`config.mk`:
```
export PLATFORM = sky130hd
export DESIGN_NAME = proximity_collision_grader_flat
export DESIGN_NICKNAME = d
export VERILOG_FILES = /design/src/pcg_pkg.sv /design/src/pcg_if.sv /design/src/proximity_collision_grader.sv /design/src/pcg_lane.sv /design/src/pcg_merge.sv /design/src/pcg_grade.sv /design/src/flat_wrapper.sv
export SDC_FILE = /design/constraint.sdc
export NUM_CORES = 1
export LEC_CHECK = 0
export ABC_AREA = 1
export BUFFER_PORTS_ARGS = -buffer_cell sky130_fd_sc_hd__buf_2
export CAP_MARGIN = 10
export CORE_MARGIN = 8
export CORE_UTILIZATION = 40
export DETAILED_ROUTE_END_ITERATION = 16
export PLACE_DENSITY = 0.61
export REMOVE_ABC_BUFFERS = 1
export SLEW_MARGIN = 20
export SYNTH_ARGS = -nofsm -noshare
export SYNTH_HDL_FRONTEND = slang
export SYNTH_SLANG_ARGS = --single-unit
```
`constraint.sdc`:
```
create_clock -name clk -period 16 [get_ports clk]
set_input_delay 2.4 -clock clk [delete_from_list [all_inputs] [get_ports clk]]
set_output_delay 2.4 -clock clk [all_outputs]
set_load 0.005 [all_outputs]
```
`src/pcg_pkg.sv`:
```
// ----------------------------------------------------------------------------
// pcg_pkg
// Shared types and constants for the proximity collision grader.
// ----------------------------------------------------------------------------
package pcg_pkg;

  // zone codes
  localparam logic [1:0] ZID_FRONT = 2'd0;
  localparam logic [1:0] ZID_BACK  = 2'd1;
  localparam logic [1:0] ZID_LEFT  = 2'd2;
  localparam logic [1:0] ZID_RIGHT = 2'd3;

  // severity codes
  localparam logic [1:0] SEV_NONE     = 2'd0;
  localparam logic [1:0] SEV_WARNING  = 2'd1;
  localparam logic [1:0] SEV_CRITICAL = 2'd2;
  localparam logic [1:0] SEV_IMMINENT = 2'd3;

  // config register map (index = paddr[4:2])
  localparam int unsigned CFG_AW = 5;
  localparam logic [2:0] REG_WARNING  = 3'd0;
  localparam logic [2:0] REG_CRITICAL = 3'd1;
  localparam logic [2:0] REG_IMMINENT = 3'd2;
  localparam logic [2:0] REG_MAX_RNG  = 3'd3;
  localparam logic [2:0] REG_APPROACH = 3'd4;
  localparam logic [2:0] REG_PREDICT  = 3'd5;

  // reset values
  localparam logic [14:0] RST_WARNING  = 15'd500;
  localparam logic [14:0] RST_CRITICAL = 15'd300;
  localparam logic [14:0] RST_IMMINENT = 15'd150;
  localparam logic [14:0] RST_MAX_RNG  = 15'd4000;
  localparam logic [14:0] RST_APPROACH = 15'd200;
  localparam logic        RST_PREDICT  = 1'b1;
  localparam logic signed [15:0] RST_LAST_MM = 16'sd9999;

  // mm/s vs mm/ms scaling
  localparam logic signed [27:0] MS_PER_S = 28'sd1000;

  typedef struct packed {
    logic               vld;
    logic signed [15:0] mm;
  } lane_t;

  typedef struct packed {
    logic [14:0] warning_mm;
    logic [14:0] critical_mm;
    logic [14:0] imminent_mm;
    logic [14:0] max_range_mm;
  } thr_t;

endpackage

```
`src/pcg_if.sv`:
```
// ----------------------------------------------------------------------------
// pcg_if
// Valid/ready channels for reading sets and graded results.
// ----------------------------------------------------------------------------
interface pcg_in_if;
  logic               valid;
  logic               ready;
  logic signed [15:0] front_mm;
  logic signed [15:0] back_mm;
  logic signed [15:0] left_mm;
  logic signed [15:0] right_mm;
  logic [15:0]        elapsed_ms;

  modport source (output valid, front_mm, back_mm, left_mm, right_mm, elapsed_ms,
                  input ready);
  modport sink (input valid, front_mm, back_mm, left_mm, right_mm, elapsed_ms,
                output ready);
endinterface

interface pcg_out_if;
  logic               valid;
  logic               ready;
  logic [1:0]         zone;
  logic signed [15:0] closest_mm;
  logic [1:0]         severity;
  logic               detected;

  modport source (output valid, zone, closest_mm, severity, detected, input ready);
  modport sink (input valid, zone, closest_mm, severity, detected, output ready);
endinterface

```
`src/proximity_collision_grader.sv`:
```
// ----------------------------------------------------------------------------
// proximity_collision_grader
// Takes one set of four range readings per transaction, picks the closest
// zone (front unless another zone has a positive, strictly smaller reading),
// grades it against the warning/critical/imminent thresholds and, when
// prediction is on and elapsed_ms is nonzero, raises a warning or critical
// grade one level on a fast approach (change*1000 < -limit*elapsed_ms,
// exact, no division). Throughput is one transaction per clock while the
// output is not stalled. A transaction passes through three register
// stages: select + rate product, per-zone history read/update + grading,
// then the x1000 compare and upgrade into the output register. The
// four-entry history lives in flops and, when prediction applies, is
// updated as a transaction moves from the first stage into the second, so
// the next transaction always sees the previous write.
// Each stage has its own valid bit and fills independently, so input is
// taken while a finished result waits at the output. Config is APB at byte
// address 4*index; writes are meant to happen only while the block is idle.
// ----------------------------------------------------------------------------
module proximity_collision_grader (
  input  logic                        clk,
  input  logic                        rst_n,
  pcg_in_if.sink                      in_ch,
  pcg_out_if.source                   out_ch,
  input  logic                        cfg_psel,
  input  logic                        cfg_penable,
  input  logic                        cfg_pwrite,
  input  logic [pcg_pkg::CFG_AW-1:0]  cfg_paddr,
  input  logic [31:0]                 cfg_pwdata,
  output logic [31:0]                 cfg_prdata,
  output logic                        cfg_pready
);
  import pcg_pkg::*;

  // --------------------------------------------------------------------------
  // config registers
  // --------------------------------------------------------------------------
  logic [14:0] warning_r, critical_r, imminent_r, max_rng_r, approach_r;
  logic        predict_r;
  logic [2:0]  cfg_idx;
  logic        cfg_wr;
  thr_t        thr;

  assign cfg_pready = 1'b1;
  assign cfg_idx    = cfg_paddr[4:2];
  assign cfg_wr     = cfg_psel && cfg_penable && cfg_pwrite;

  always_ff @(posedge clk) begin
    if (!rst_n) begin
      warning_r  <= RST_WARNING;
      critical_r <= RST_CRITICAL;
      imminent_r <= RST_IMMINENT;
      max_rng_r  <= RST_MAX_RNG;
      approach_r <= RST_APPROACH;
      predict_r  <= RST_PREDICT;
    end else if (cfg_wr) begin
      case (cfg_idx)
        REG_WARNING:  warning_r  <= cfg_pwdata[14:0];
        REG_CRITICAL: critical_r <= cfg_pwdata[14:0];
        REG_IMMINENT: imminent_r <= cfg_pwdata[14:0];
        REG_MAX_RNG:  max_rng_r  <= cfg_pwdata[14:0];
        REG_APPROACH: approach_r <= cfg_pwdata[14:0];
        REG_PREDICT:  predict_r  <= cfg_pwdata[0];
        default: ;
      endcase
    end
  end

  always_comb begin
    case (cfg_idx)
      REG_WARNING:  cfg_prdata = {17'd0, warning_r};
      REG_CRITICAL: cfg_prdata = {17'd0, critical_r};
      REG_IMMINENT: cfg_prdata = {17'd0, imminent_r};
      REG_MAX_RNG:  cfg_prdata = {17'd0, max_rng_r};
      REG_APPROACH: cfg_prdata = {17'd0, approach_r};
      REG_PREDICT:  cfg_prdata = {31'd0, predict_r};
      default:      cfg_prdata = 32'd0;
    endcase
  end

  assign thr.warning_mm   = warning_r;
  assign thr.critical_mm  = critical_r;
  assign thr.imminent_mm  = imminent_r;
  assign thr.max_range_mm = max_rng_r;

  // --------------------------------------------------------------------------
  // pipeline handshake: each stage loads when empty or draining
  // --------------------------------------------------------------------------
  logic a_vld_r, b_vld_r, c_vld_r;
  logic a_rdy, b_rdy, c_rdy;
  logic a_load, b_load, c_load;

  assign c_rdy  = !c_vld_r || out_ch.ready;
  assign b_rdy  = !b_vld_r || c_rdy;
  assign a_rdy  = !a_vld_r || b_rdy;
  assign in_ch.ready = a_rdy;

  assign a_load = in_ch.valid && a_rdy;
  assign b_load = a_vld_r && b_rdy;
  assign c_load = b_vld_r && c_rdy;

  always_ff @(posedge clk) begin
    if (!rst_n) begin
      a_vld_r <= 1'b0;
      b_vld_r <= 1'b0;
      c_vld_r <= 1'b0;
    end else begin
      if (a_load)      a_vld_r <= 1'b1;
      else if (b_load) a_vld_r <= 1'b0;
      if (b_load)      b_vld_r <= 1'b1;
      else if (c_load) b_vld_r <= 1'b0;
      if (c_load)      c_vld_r <= 1'b1;
      else if (out_ch.ready) c_vld_r <= 1'b0;
    end
  end

  // --------------------------------------------------------------------------
  // stage A: lanes + merge, rate product
  // --------------------------------------------------------------------------
  lane_t [3:0]        lanes;
  logic [1:0]         sel_zone;
  logic signed [15:0] sel_mm;
  logic [30:0]        prod_nxt;

  pcg_lane u_lane_front (.mm(in_ch.front_mm), .lane(lanes[0]));
  pcg_lane u_lane_back  (.mm(in_ch.back_mm),  .lane(lanes[1]));
  pcg_lane u_lane_left  (.mm(in_ch.left_mm),  .lane(lanes[2]));
  pcg_lane u_lane_right (.mm(in_ch.right_mm), .lane(lanes[3]));

  pcg_merge u_merge (
    .lanes   (lanes),
    .zone    (sel_zone),
    .best_mm (sel_mm)
  );

  // limit (15b) * elapsed (16b) fits in 31 bits unsigned
  assign prod_nxt = {16'd0, approach_r} * {15'd0, in_ch.elapsed_ms};

  logic [1:0]         a_zone_r;
  logic signed [15:0] a_mm_r;
  logic               a_pred_r;
  logic [30:0]        a_prod_r;

  always_ff @(posedge clk) begin
    if (a_load) begin
      a_zone_r <= sel_zone;
      a_mm_r   <= sel_mm;
      a_pred_r <= predict_r && (in_ch.elapsed_ms != 16'd0);
      a_prod_r <= prod_nxt;
    end
  end

  // --------------------------------------------------------------------------
  // stage B: history read/update, distance grade
  // --------------------------------------------------------------------------
  logic signed [15:0] last_mm_r [4];
  logic signed [15:0] last_rd;
  logic signed [16:0] change_nxt;
  logic [1:0]         sev_nxt;

  assign last_rd    = last_mm_r[a_zone_r];
  assign change_nxt = {a_mm_r[15], a_mm_r} - {last_rd[15], last_rd};

  pcg_grade u_grade (
    .mm  (a_mm_r),
    .thr (thr),
    .sev (sev_nxt)
  );

  always_ff @(posedge clk) begin
    if (!rst_n) begin
      for (int i = 0; i < 4; i++) begin
        last_mm_r[i] <= RST_LAST_MM;
      end
    end else if (b_load && a_pred_r) begin
      last_mm_r[a_zone_r] <= a_mm_r;
    end
  end

  logic [1:0]         b_zone_r;
  logic signed [15:0] b_mm_r;
  logic [1:0]         b_sev_r;
  logic               b_pred_r;
  logic signed [16:0] b_change_r;
  logic [30:0]        b_prod_r;

  always_ff @(posedge clk) begin
    if (b_load) begin
      b_zone_r   <= a_zone_r;
      b_mm_r     <= a_mm_r;
      b_sev_r    <= sev_nxt;
      b_pred_r   <= a_pred_r;
      b_change_r <= change_nxt;
      b_prod_r   <= a_prod_r;
    end
  end

  // --------------------------------------------------------------------------
  // stage C: fast-approach compare and upgrade into output register
  // --------------------------------------------------------------------------
  logic signed [27:0] lhs;
  logic signed [32:0] lhs_x, rhs_x;
  logic               fast;
  logic [1:0]         sev_up;

  assign lhs   = {{11{b_change_r[16]}}, b_change_r} * MS_PER_S;
  assign lhs_x = {{5{lhs[27]}}, lhs};
  assign rhs_x = -$signed({2'b00, b_prod_r});
  assign fast  = b_pred_r && (lhs_x < rhs_x);

  always_comb begin
    case (b_sev_r)
      SEV_WARNING:  sev_up = fast ? SEV_CRITICAL : SEV_WARNING;
      SEV_CRITICAL: sev_up = fast ? SEV_IMMINENT : SEV_CRITICAL;
      default:      sev_up = b_sev_r;
    endcase
  end

  logic [1:0]         c_zone_r;
  logic signed [15:0] c_mm_r;
  logic [1:0]         c_sev_r;
  logic               c_det_r;

  always_ff @(posedge clk) begin
    if (c_load) begin
      c_zone_r <= b_zone_r;
      c_mm_r   <= b_mm_r;
      c_sev_r  <= sev_up;
      c_det_r  <= (b_sev_r != SEV_NONE);
    end
  end

  assign out_ch.valid      = c_vld_r;
  assign out_ch.zone       = c_zone_r;
  assign out_ch.closest_mm = c_mm_r;
  assign out_ch.severity   = c_sev_r;
  assign out_ch.detected   = c_det_r;

endmodule

```
`src/pcg_lane.sv`:
```
// ----------------------------------------------------------------------------
// pcg_lane
// Per-zone candidate check: a reading competes only when positive.
// ----------------------------------------------------------------------------
module pcg_lane (
  input  logic signed [15:0] mm,
  output pcg_pkg::lane_t     lane
);
  import pcg_pkg::*;

  always_comb begin
    lane.mm  = mm;
    lane.vld = (mm > 16'sd0);
  end

endmodule

```
`src/pcg_merge.sv`:
```
// ----------------------------------------------------------------------------
// pcg_merge
// Two-level select tree over the four lanes. Front is always a candidate;
// ties resolve to the lower zone index.
// ----------------------------------------------------------------------------
module pcg_merge (
  input  pcg_pkg::lane_t [3:0] lanes,
  output logic [1:0]           zone,
  output logic signed [15:0]   best_mm
);
  import pcg_pkg::*;

  logic [1:0]         z01, z23;
  logic signed [15:0] m01, m23;
  logic               v23;

  always_comb begin
    // front vs back
    if (lanes[1].vld && (lanes[1].mm < lanes[0].mm)) begin
      z01 = ZID_BACK;
      m01 = lanes[1].mm;
    end else begin
      z01 = ZID_FRONT;
      m01 = lanes[0].mm;
    end

    // left vs right
    v23 = lanes[2].vld | lanes[3].vld;
    if (lanes[3].vld && (!lanes[2].vld || (lanes[3].mm < lanes[2].mm))) begin
      z23 = ZID_RIGHT;
      m23 = lanes[3].mm;
    end else begin
      z23 = ZID_LEFT;
      m23 = lanes[2].mm;
    end

    // final pick, side pair wins only when strictly closer
    if (v23 && (m23 < m01)) begin
      zone    = z23;
      best_mm = m23;
    end else begin
      zone    = z01;
      best_mm = m01;
    end
  end

endmodule

```
`src/pcg_grade.sv`:
```
// ----------------------------------------------------------------------------
// pcg_grade
// Grades a distance against the three thresholds and the max range.
// ----------------------------------------------------------------------------
module pcg_grade (
  input  logic signed [15:0] mm,
  input  pcg_pkg::thr_t      thr,
  output logic [1:0]         sev
);
  import pcg_pkg::*;

  logic signed [15:0] warn_s, crit_s, imm_s, max_s;

  always_comb begin
    warn_s = $signed({1'b0, thr.warning_mm});
    crit_s = $signed({1'b0, thr.critical_mm});
    imm_s  = $signed({1'b0, thr.imminent_mm});
    max_s  = $signed({1'b0, thr.max_range_mm});
    if ((mm < 16'sd0) || (mm > max_s)) begin
      sev = SEV_NONE;
    end else if (mm < imm_s) begin
      sev = SEV_IMMINENT;
    end else if (mm < crit_s) begin
      sev = SEV_CRITICAL;
    end else if (mm < warn_s) begin
      sev = SEV_WARNING;
    end else begin
      sev = SEV_NONE;
    end
  end

endmodule

```
`src/flat_wrapper.sv`:
```
// flat-port wrapper written by rule: the top's interface ports become plain ports
module proximity_collision_grader_flat import pcg_pkg::*;
  (clk, rst_n, cfg_psel, cfg_penable, cfg_pwrite, cfg_paddr, cfg_pwdata, cfg_prdata, cfg_pready, in_ch_valid, in_ch_front_mm, in_ch_back_mm, in_ch_left_mm, in_ch_right_mm, in_ch_elapsed_ms, in_ch_ready, out_ch_valid, out_ch_zone, out_ch_closest_mm, out_ch_severity, out_ch_detected, out_ch_ready);
  pcg_in_if in_ch_i ();
  pcg_out_if out_ch_i ();
  input  logic clk;
  input  logic rst_n;
  input  logic cfg_psel;
  input  logic cfg_penable;
  input  logic cfg_pwrite;
  input  logic [pcg_pkg::CFG_AW-1:0] cfg_paddr;
  input  logic [31:0] cfg_pwdata;
  output logic [31:0] cfg_prdata;
  output logic cfg_pready;
  input wire logic [$bits(in_ch_i.valid)-1:0] in_ch_valid;
  input wire logic [$bits(in_ch_i.front_mm)-1:0] in_ch_front_mm;
  input wire logic [$bits(in_ch_i.back_mm)-1:0] in_ch_back_mm;
  input wire logic [$bits(in_ch_i.left_mm)-1:0] in_ch_left_mm;
  input wire logic [$bits(in_ch_i.right_mm)-1:0] in_ch_right_mm;
  input wire logic [$bits(in_ch_i.elapsed_ms)-1:0] in_ch_elapsed_ms;
  output wire logic [$bits(in_ch_i.ready)-1:0] in_ch_ready;
  output wire logic [$bits(out_ch_i.valid)-1:0] out_ch_valid;
  output wire logic [$bits(out_ch_i.zone)-1:0] out_ch_zone;
  output wire logic [$bits(out_ch_i.closest_mm)-1:0] out_ch_closest_mm;
  output wire logic [$bits(out_ch_i.severity)-1:0] out_ch_severity;
  output wire logic [$bits(out_ch_i.detected)-1:0] out_ch_detected;
  input wire logic [$bits(out_ch_i.ready)-1:0] out_ch_ready;
  assign in_ch_i.valid = in_ch_valid;
  assign in_ch_i.front_mm = in_ch_front_mm;
  assign in_ch_i.back_mm = in_ch_back_mm;
  assign in_ch_i.left_mm = in_ch_left_mm;
  assign in_ch_i.right_mm = in_ch_right_mm;
  assign in_ch_i.elapsed_ms = in_ch_elapsed_ms;
  assign in_ch_ready = in_ch_i.ready;
  assign out_ch_valid = out_ch_i.valid;
  assign out_ch_zone = out_ch_i.zone;
  assign out_ch_closest_mm = out_ch_i.closest_mm;
  assign out_ch_severity = out_ch_i.severity;
  assign out_ch_detected = out_ch_i.detected;
  assign out_ch_i.ready = out_ch_ready;
  proximity_collision_grader u_core (.clk(clk), .rst_n(rst_n), .in_ch(in_ch_i), .out_ch(out_ch_i), .cfg_psel(cfg_psel), .cfg_penable(cfg_penable), .cfg_pwrite(cfg_pwrite), .cfg_paddr(cfg_paddr), .cfg_pwdata(cfg_pwdata), .cfg_prdata(cfg_prdata), .cfg_pready(cfg_pready));
endmodule
```
==> results_tabular.tex <==
\begin{tabular}{lr}
\hline
Metric & Value \\
\hline
\multicolumn{2}{l}{\textbf{Status}} \\
\quad Run status & completed \\
\multicolumn{2}{l}{\textbf{Routing}} \\
\quad Post-detailed-route wirelength per cell & 16.1 um \\
\quad Residual antenna-violating net count after detailed routing & 0 \\
\quad Count of TritonRoute iterations in the first routing pass & 5 \\
\quad DR vias & roughly 20,000 \\
\quad Vias per cell & 4.96 \\
\quad DRT iter0 DRCs & 1,208 \\
\quad Number of DRC violations after detailed routing & 0 \\
\quad Post-detailed-routing wire length & roughly 63,000 um \\
\multicolumn{2}{l}{\textbf{Logic synthesis}} \\
\quad Top FF cell, synth & sky130\_fd\_sc\_hd\_\_edfxtp\_1 \\
\quad Sequential-to-total area share from yosys stat & 0.294 \\
\quad Count of synthesis-stage warnings from yosys & 0 \\
\quad Synth cell types & 59 \\
\quad Count of mapped cells out of synthesis & 2,985 \\
\quad Synthesized cell area & 0.0263 sq mm \\
\quad Number of flops mapped to enable cells by yosys & 204 \\
\quad Register bit count reported by yosys & 285 \\
\quad Post-synth ARST share & 0 \\
\quad Mean cell area of the mapped netlist & 8.82 sq um \\
\multicolumn{2}{l}{\textbf{STA}} \\
\quad Final Hold Fails & 0 \\
\quad Unrepaired setup endpoints after global routing & no \\
\quad Max-slew violations & 0 \\
\quad Share of the clock period used by the worst path & 0.500 \\
\quad Least-Margin Pin Slew & around 1000 ps \\
\quad Highest achievable clock rate & 125 MHz \\
\quad Final setup violation count & 0 \\
\quad Post-layout min period & 7990 ps \\
\quad Worst max-slew margin expressed relative to the limit & 0.303 \\
\quad Setup total negative slack & 0 ps \\
\quad Max Clock Skew & 31.2 ps \\
\multicolumn{2}{l}{\textbf{Placed design}} \\
\quad Placed Area & 0.0277 sq mm \\
\quad Final weighted congestion in routability-driven placement & 0.843 \\
\quad Final HPWL DP & between 40,000 and 50,000 um \\
\quad Buffers added on ports & 142 \\
\multicolumn{2}{l}{\textbf{Clock network}} \\
\quad Number of clock sinks seen by CTS & 285 \\
\quad Clock tree from TritonCTS & built \\
\quad Clock buffer count from CTS & 31 \\
\quad Latest clock arrival within the worst-skew pair & roughly 580 ps \\
\quad Clock root buffer & sky130\_fd\_sc\_hd\_\_clkbuf\_16 \\
\quad Post CTS Setup Buffer Count & 0 \\
\quad Register clock-pin slew on the reported worst setup and hold paths & about 60 ps \\
\quad Post-cts gate resize count & 0 \\
\quad H-Tree Level Count & 1 \\
\quad Maximum clock path buffer count & 3 \\
\quad Number of hold buffers added after cts & 0 \\
\multicolumn{2}{l}{\textbf{Floorplanning}} \\
\quad Std cell rows & 94 \\
\quad Boundary pin count & 180 \\
\quad Die Footprint & 0.0743 sq mm \\
\quad Starting utilization of the core area & 0.402 \\
\quad Die Wd & 273 um \\
\quad Vertical extent of the die & 273 um \\
\quad Core outline area & 0.0655 sq mm \\
\multicolumn{2}{l}{\textbf{Layout}} \\
\quad Share of cells above drive strength 1 & 0.0868 \\
\quad Net count, final & approximately 3,700 \\
\quad Final std cell area, no fill & 0.0287 sq mm \\
\quad Area delta synth->final & 8.91\% \\
\quad Fill cell total of the finished layout & 6,438 \\
\quad Layout Utilization & 0.438 \\
\quad Antenna diodes & 0 \\
\multicolumn{2}{l}{\textbf{Critical path}} \\
\quad Crit path arrival time & approximately 8300 ps \\
\quad CP endpoint kind & flop \\
\quad Largest fanout on the critical path & 16 \\
\quad CP Data Required Time & 16,310 ps \\
\quad Worst Path Class, Setup & in -> reg \\
\quad Setup crit start kind & input pin \\
\multicolumn{2}{l}{\textbf{GRT}} \\
\quad Overflow left after global routing & 0 \\
\quad Number of antenna violations at the first check in global routing & 1 \\
\quad First-pass GRT wire length & 104,000 um \\
\quad Largest net degree at the start of global routing & $\sim$70 \\
\quad Total routing resource utilization after global routing & 0.171 \\
\quad Vias in the first global route & 19,800 \\
\multicolumn{2}{l}{\textbf{Power and ir drop}} \\
\quad Standby leakage power & 14.4 nW \\
\quad Power per standard cell area & about 220 mW/mm\^{}2 \\
\quad Worst vdd rail ir drop & 0.322 mV \\
\multicolumn{2}{l}{\textbf{Min path}} \\
\quad Hold WC Path Type & reg -> reg \\
\multicolumn{2}{l}{\textbf{Flow run}} \\
\quad Number of max-capacitance violations reported & 0 \\
\hline
\end{tabular}
cell usage after synthesis, types with 8 or more instances:
library cell	number	area share
sky130_fd_sc_hd__a21o_1	8	0.0023
sky130_fd_sc_hd__a21oi_1	195	0.037
sky130_fd_sc_hd__a31oi_1	8	0.0019
sky130_fd_sc_hd__a32o_1	14	0.0053
sky130_fd_sc_hd__buf_4	19	0.0054
sky130_fd_sc_hd__clkbuf_1	103	0.015
sky130_fd_sc_hd__dfxtp_1	81	0.062
sky130_fd_sc_hd__edfxtp_1	204	0.23
sky130_fd_sc_hd__fa_1	242	0.18
sky130_fd_sc_hd__ha_1	291	0.14
sky130_fd_sc_hd__inv_1	633	0.090
sky130_fd_sc_hd__nand2_1	560	0.080
sky130_fd_sc_hd__nand2_2	19	0.0045
sky130_fd_sc_hd__nand3_1	48	0.0091
sky130_fd_sc_hd__nand4_1	21	0.0050
sky130_fd_sc_hd__nor2_1	122	0.017
sky130_fd_sc_hd__nor3_1	27	0.0051
sky130_fd_sc_hd__nor4_1	23	0.0055
sky130_fd_sc_hd__o211ai_1	21	0.0060
sky130_fd_sc_hd__o21a_1	8	0.0023
sky130_fd_sc_hd__o21ai_0	124	0.024
sky130_fd_sc_hd__o21ai_1	10	0.0019
sky130_fd_sc_hd__o21ai_2	15	0.0050
sky130_fd_sc_hd__o221ai_1	15	0.0050
sky130_fd_sc_hd__o22ai_1	15	0.0036
sky130_fd_sc_hd__xnor2_1	28	0.0093
sky130_fd_sc_hd__xor2_1	67	0.022
worst max-delay path, stage by stage:
cell and delay, ps:
sky130_fd_sc_hd__buf_2 390, sky130_fd_sc_hd__nand2_1 150, sky130_fd_sc_hd__fa_1 540, sky130_fd_sc_hd__inv_1 50, sky130_fd_sc_hd__fa_1 500, sky130_fd_sc_hd__fa_1 520
sky130_fd_sc_hd__inv_1 50, sky130_fd_sc_hd__fa_1 480, sky130_fd_sc_hd__fa_1 550, sky130_fd_sc_hd__inv_1 50, sky130_fd_sc_hd__fa_1 470, sky130_fd_sc_hd__ha_1 360
sky130_fd_sc_hd__a21oi_1 160, sky130_fd_sc_hd__nand2_1 100, sky130_fd_sc_hd__nand2_1 60, sky130_fd_sc_hd__nand2_1 100, sky130_fd_sc_hd__a21oi_1 280, sky130_fd_sc_hd__o21ai_1 150
sky130_fd_sc_hd__nand3_1 90, sky130_fd_sc_hd__nand2_1 100, sky130_fd_sc_hd__a21oi_1 240, sky130_fd_sc_hd__o21a_1 180, sky130_fd_sc_hd__o21ai_1 70, sky130_fd_sc_hd__a21oi_1 160
sky130_fd_sc_hd__xnor2_1 80
path summary, 6_finish.rpt:
check,start,endpoint,slack (ps),cells after the start
setup reg to reg,u_core.b_change_r[0],u_core.out_ch.severity[0],9210,35
hold / removal,u_core.a_prod_r[30],u_core.b_prod_r[30],410,0
hold reg to reg,u_core.a_prod_r[30],u_core.b_prod_r[30],410,0
setup / recovery,in_ch_elapsed_ms[7],u_core.a_prod_r[29],8010,25
layout by cell type (no fill, tap or decap), types with 5 or more instances in the layout:
master                      synthesis  final
sky130_fd_sc_hd__xor2_1            67     67
sky130_fd_sc_hd__o22ai_1           15     15
sky130_fd_sc_hd__nand2_2           19     19
sky130_fd_sc_hd__xnor2_1           28     28
sky130_fd_sc_hd__clkinv_2           0      6
sky130_fd_sc_hd__nor4_1            23     23
sky130_fd_sc_hd__a32o_1            14     14
sky130_fd_sc_hd__clkinv_1           1      5
sky130_fd_sc_hd__clkbuf_1         103      7
sky130_fd_sc_hd__fa_1             242    242
sky130_fd_sc_hd__o21ai_1           10     10
sky130_fd_sc_hd__a31oi_1            8      8
sky130_fd_sc_hd__o21ai_0          124    124
sky130_fd_sc_hd__ha_1             291    291
sky130_fd_sc_hd__dfxtp_1           81     81
sky130_fd_sc_hd__nand3_1           48     48
sky130_fd_sc_hd__nand2_1          560    560
sky130_fd_sc_hd__o211ai_1          21     21
sky130_fd_sc_hd__nand4_1           21     21
sky130_fd_sc_hd__a211oi_1           5      5
sky130_fd_sc_hd__clkbuf_16          0     31
sky130_fd_sc_hd__o21a_1             8      8
sky130_fd_sc_hd__conb_1             2     18
sky130_fd_sc_hd__o221ai_1          15     15
sky130_fd_sc_hd__edfxtp_1         204    204
sky130_fd_sc_hd__o21ai_2           15     15
sky130_fd_sc_hd__buf_2              0    142
sky130_fd_sc_hd__nor2_1           122    122
sky130_fd_sc_hd__inv_2              5      6
sky130_fd_sc_hd__buf_4             19     14
sky130_fd_sc_hd__inv_1            633    631
sky130_fd_sc_hd__a21o_1             8      8
sky130_fd_sc_hd__nor3_1            27     27
sky130_fd_sc_hd__a21oi_1          195    194
stage by stage:
step / hold slack (ps) / std cells / power [mW] / worst slack (ps)
3_3_place_gp: 401 / 3895 / 5.52 / 7500
4_1_cts: 410 / 3951 / 6.32 / 8060
2_1_floorplan: 400 / 2875 / 4.64 / 8360
6_report: 411 / 3951 / 6.22 / 8010
5_1_grt: 415 / 3951 / 7.14 / 7630
3_5_place_dp: 405 / 3895 / 5.59 / 7470
kinds of logic (layout without fill, tap and decap cells):
logic type	after synthesis	in the layout	share of synthesized area
fa+ha+maj	533	533	0.322
buf+inv	766	852	0.114
compound gates	461	461	0.103
flops	285	285	0.294
other cells	2	18	0.000285
xor+xnor	96	96	0.0322
simple gates	842	842	0.134
area by class of cell:
class	instances	area, sq um	share of cell area
multi-input cells	1950	15700	0.546
inverters	640	2410	0.0839
flip-flops and latches	285	7750	0.270
repair buffers	156	816	0.0285
well taps	864	1080	0.0377
clock buffers	40	830	0.0289
clock inverters	16	143	0.00497
report_power, final:
group,internal (mW),total [mW],switching [mW]
Combinational,1.91,4.54,2.62
Clock,0.397,0.701,0.303
Sequential,0.908,0.983,0.0748
Total,3.22,6.22,3.00
state kept, by name, summed over array words and instances, names as in the netlist, 2 cells and up, named ones only:
register                  count
u_core.last_mm_r             64
u_core.a_prod_r              31
u_core.b_prod_r              31
u_core.b_change_r            17
u_core.a_mm_r                16
u_core.b_mm_r                16
u_core.out_ch.closest_mm     16
u_core.approach_r            15
u_core.critical_r            15
u_core.imminent_r            15
u_core.max_rng_r             15
u_core.warning_r             15
u_core.a_zone_r               2
u_core.b_sev_r                2
u_core.b_zone_r               2
u_core.out_ch.severity        2
u_core.out_ch.zone            2
metal layers:
metal	GRT usage	part of all wire	vias to the layer above	routed length, um
li1	-	-	9680	-
met1	0.234	0.46	9459	29300
met2	0.296	0.48	393	30400
met3	0.0155	0.042	73	2650
met4	0.0328	0.018	0	1120
met5	0	0	-	0
Power figures use the tool's default switching activity.
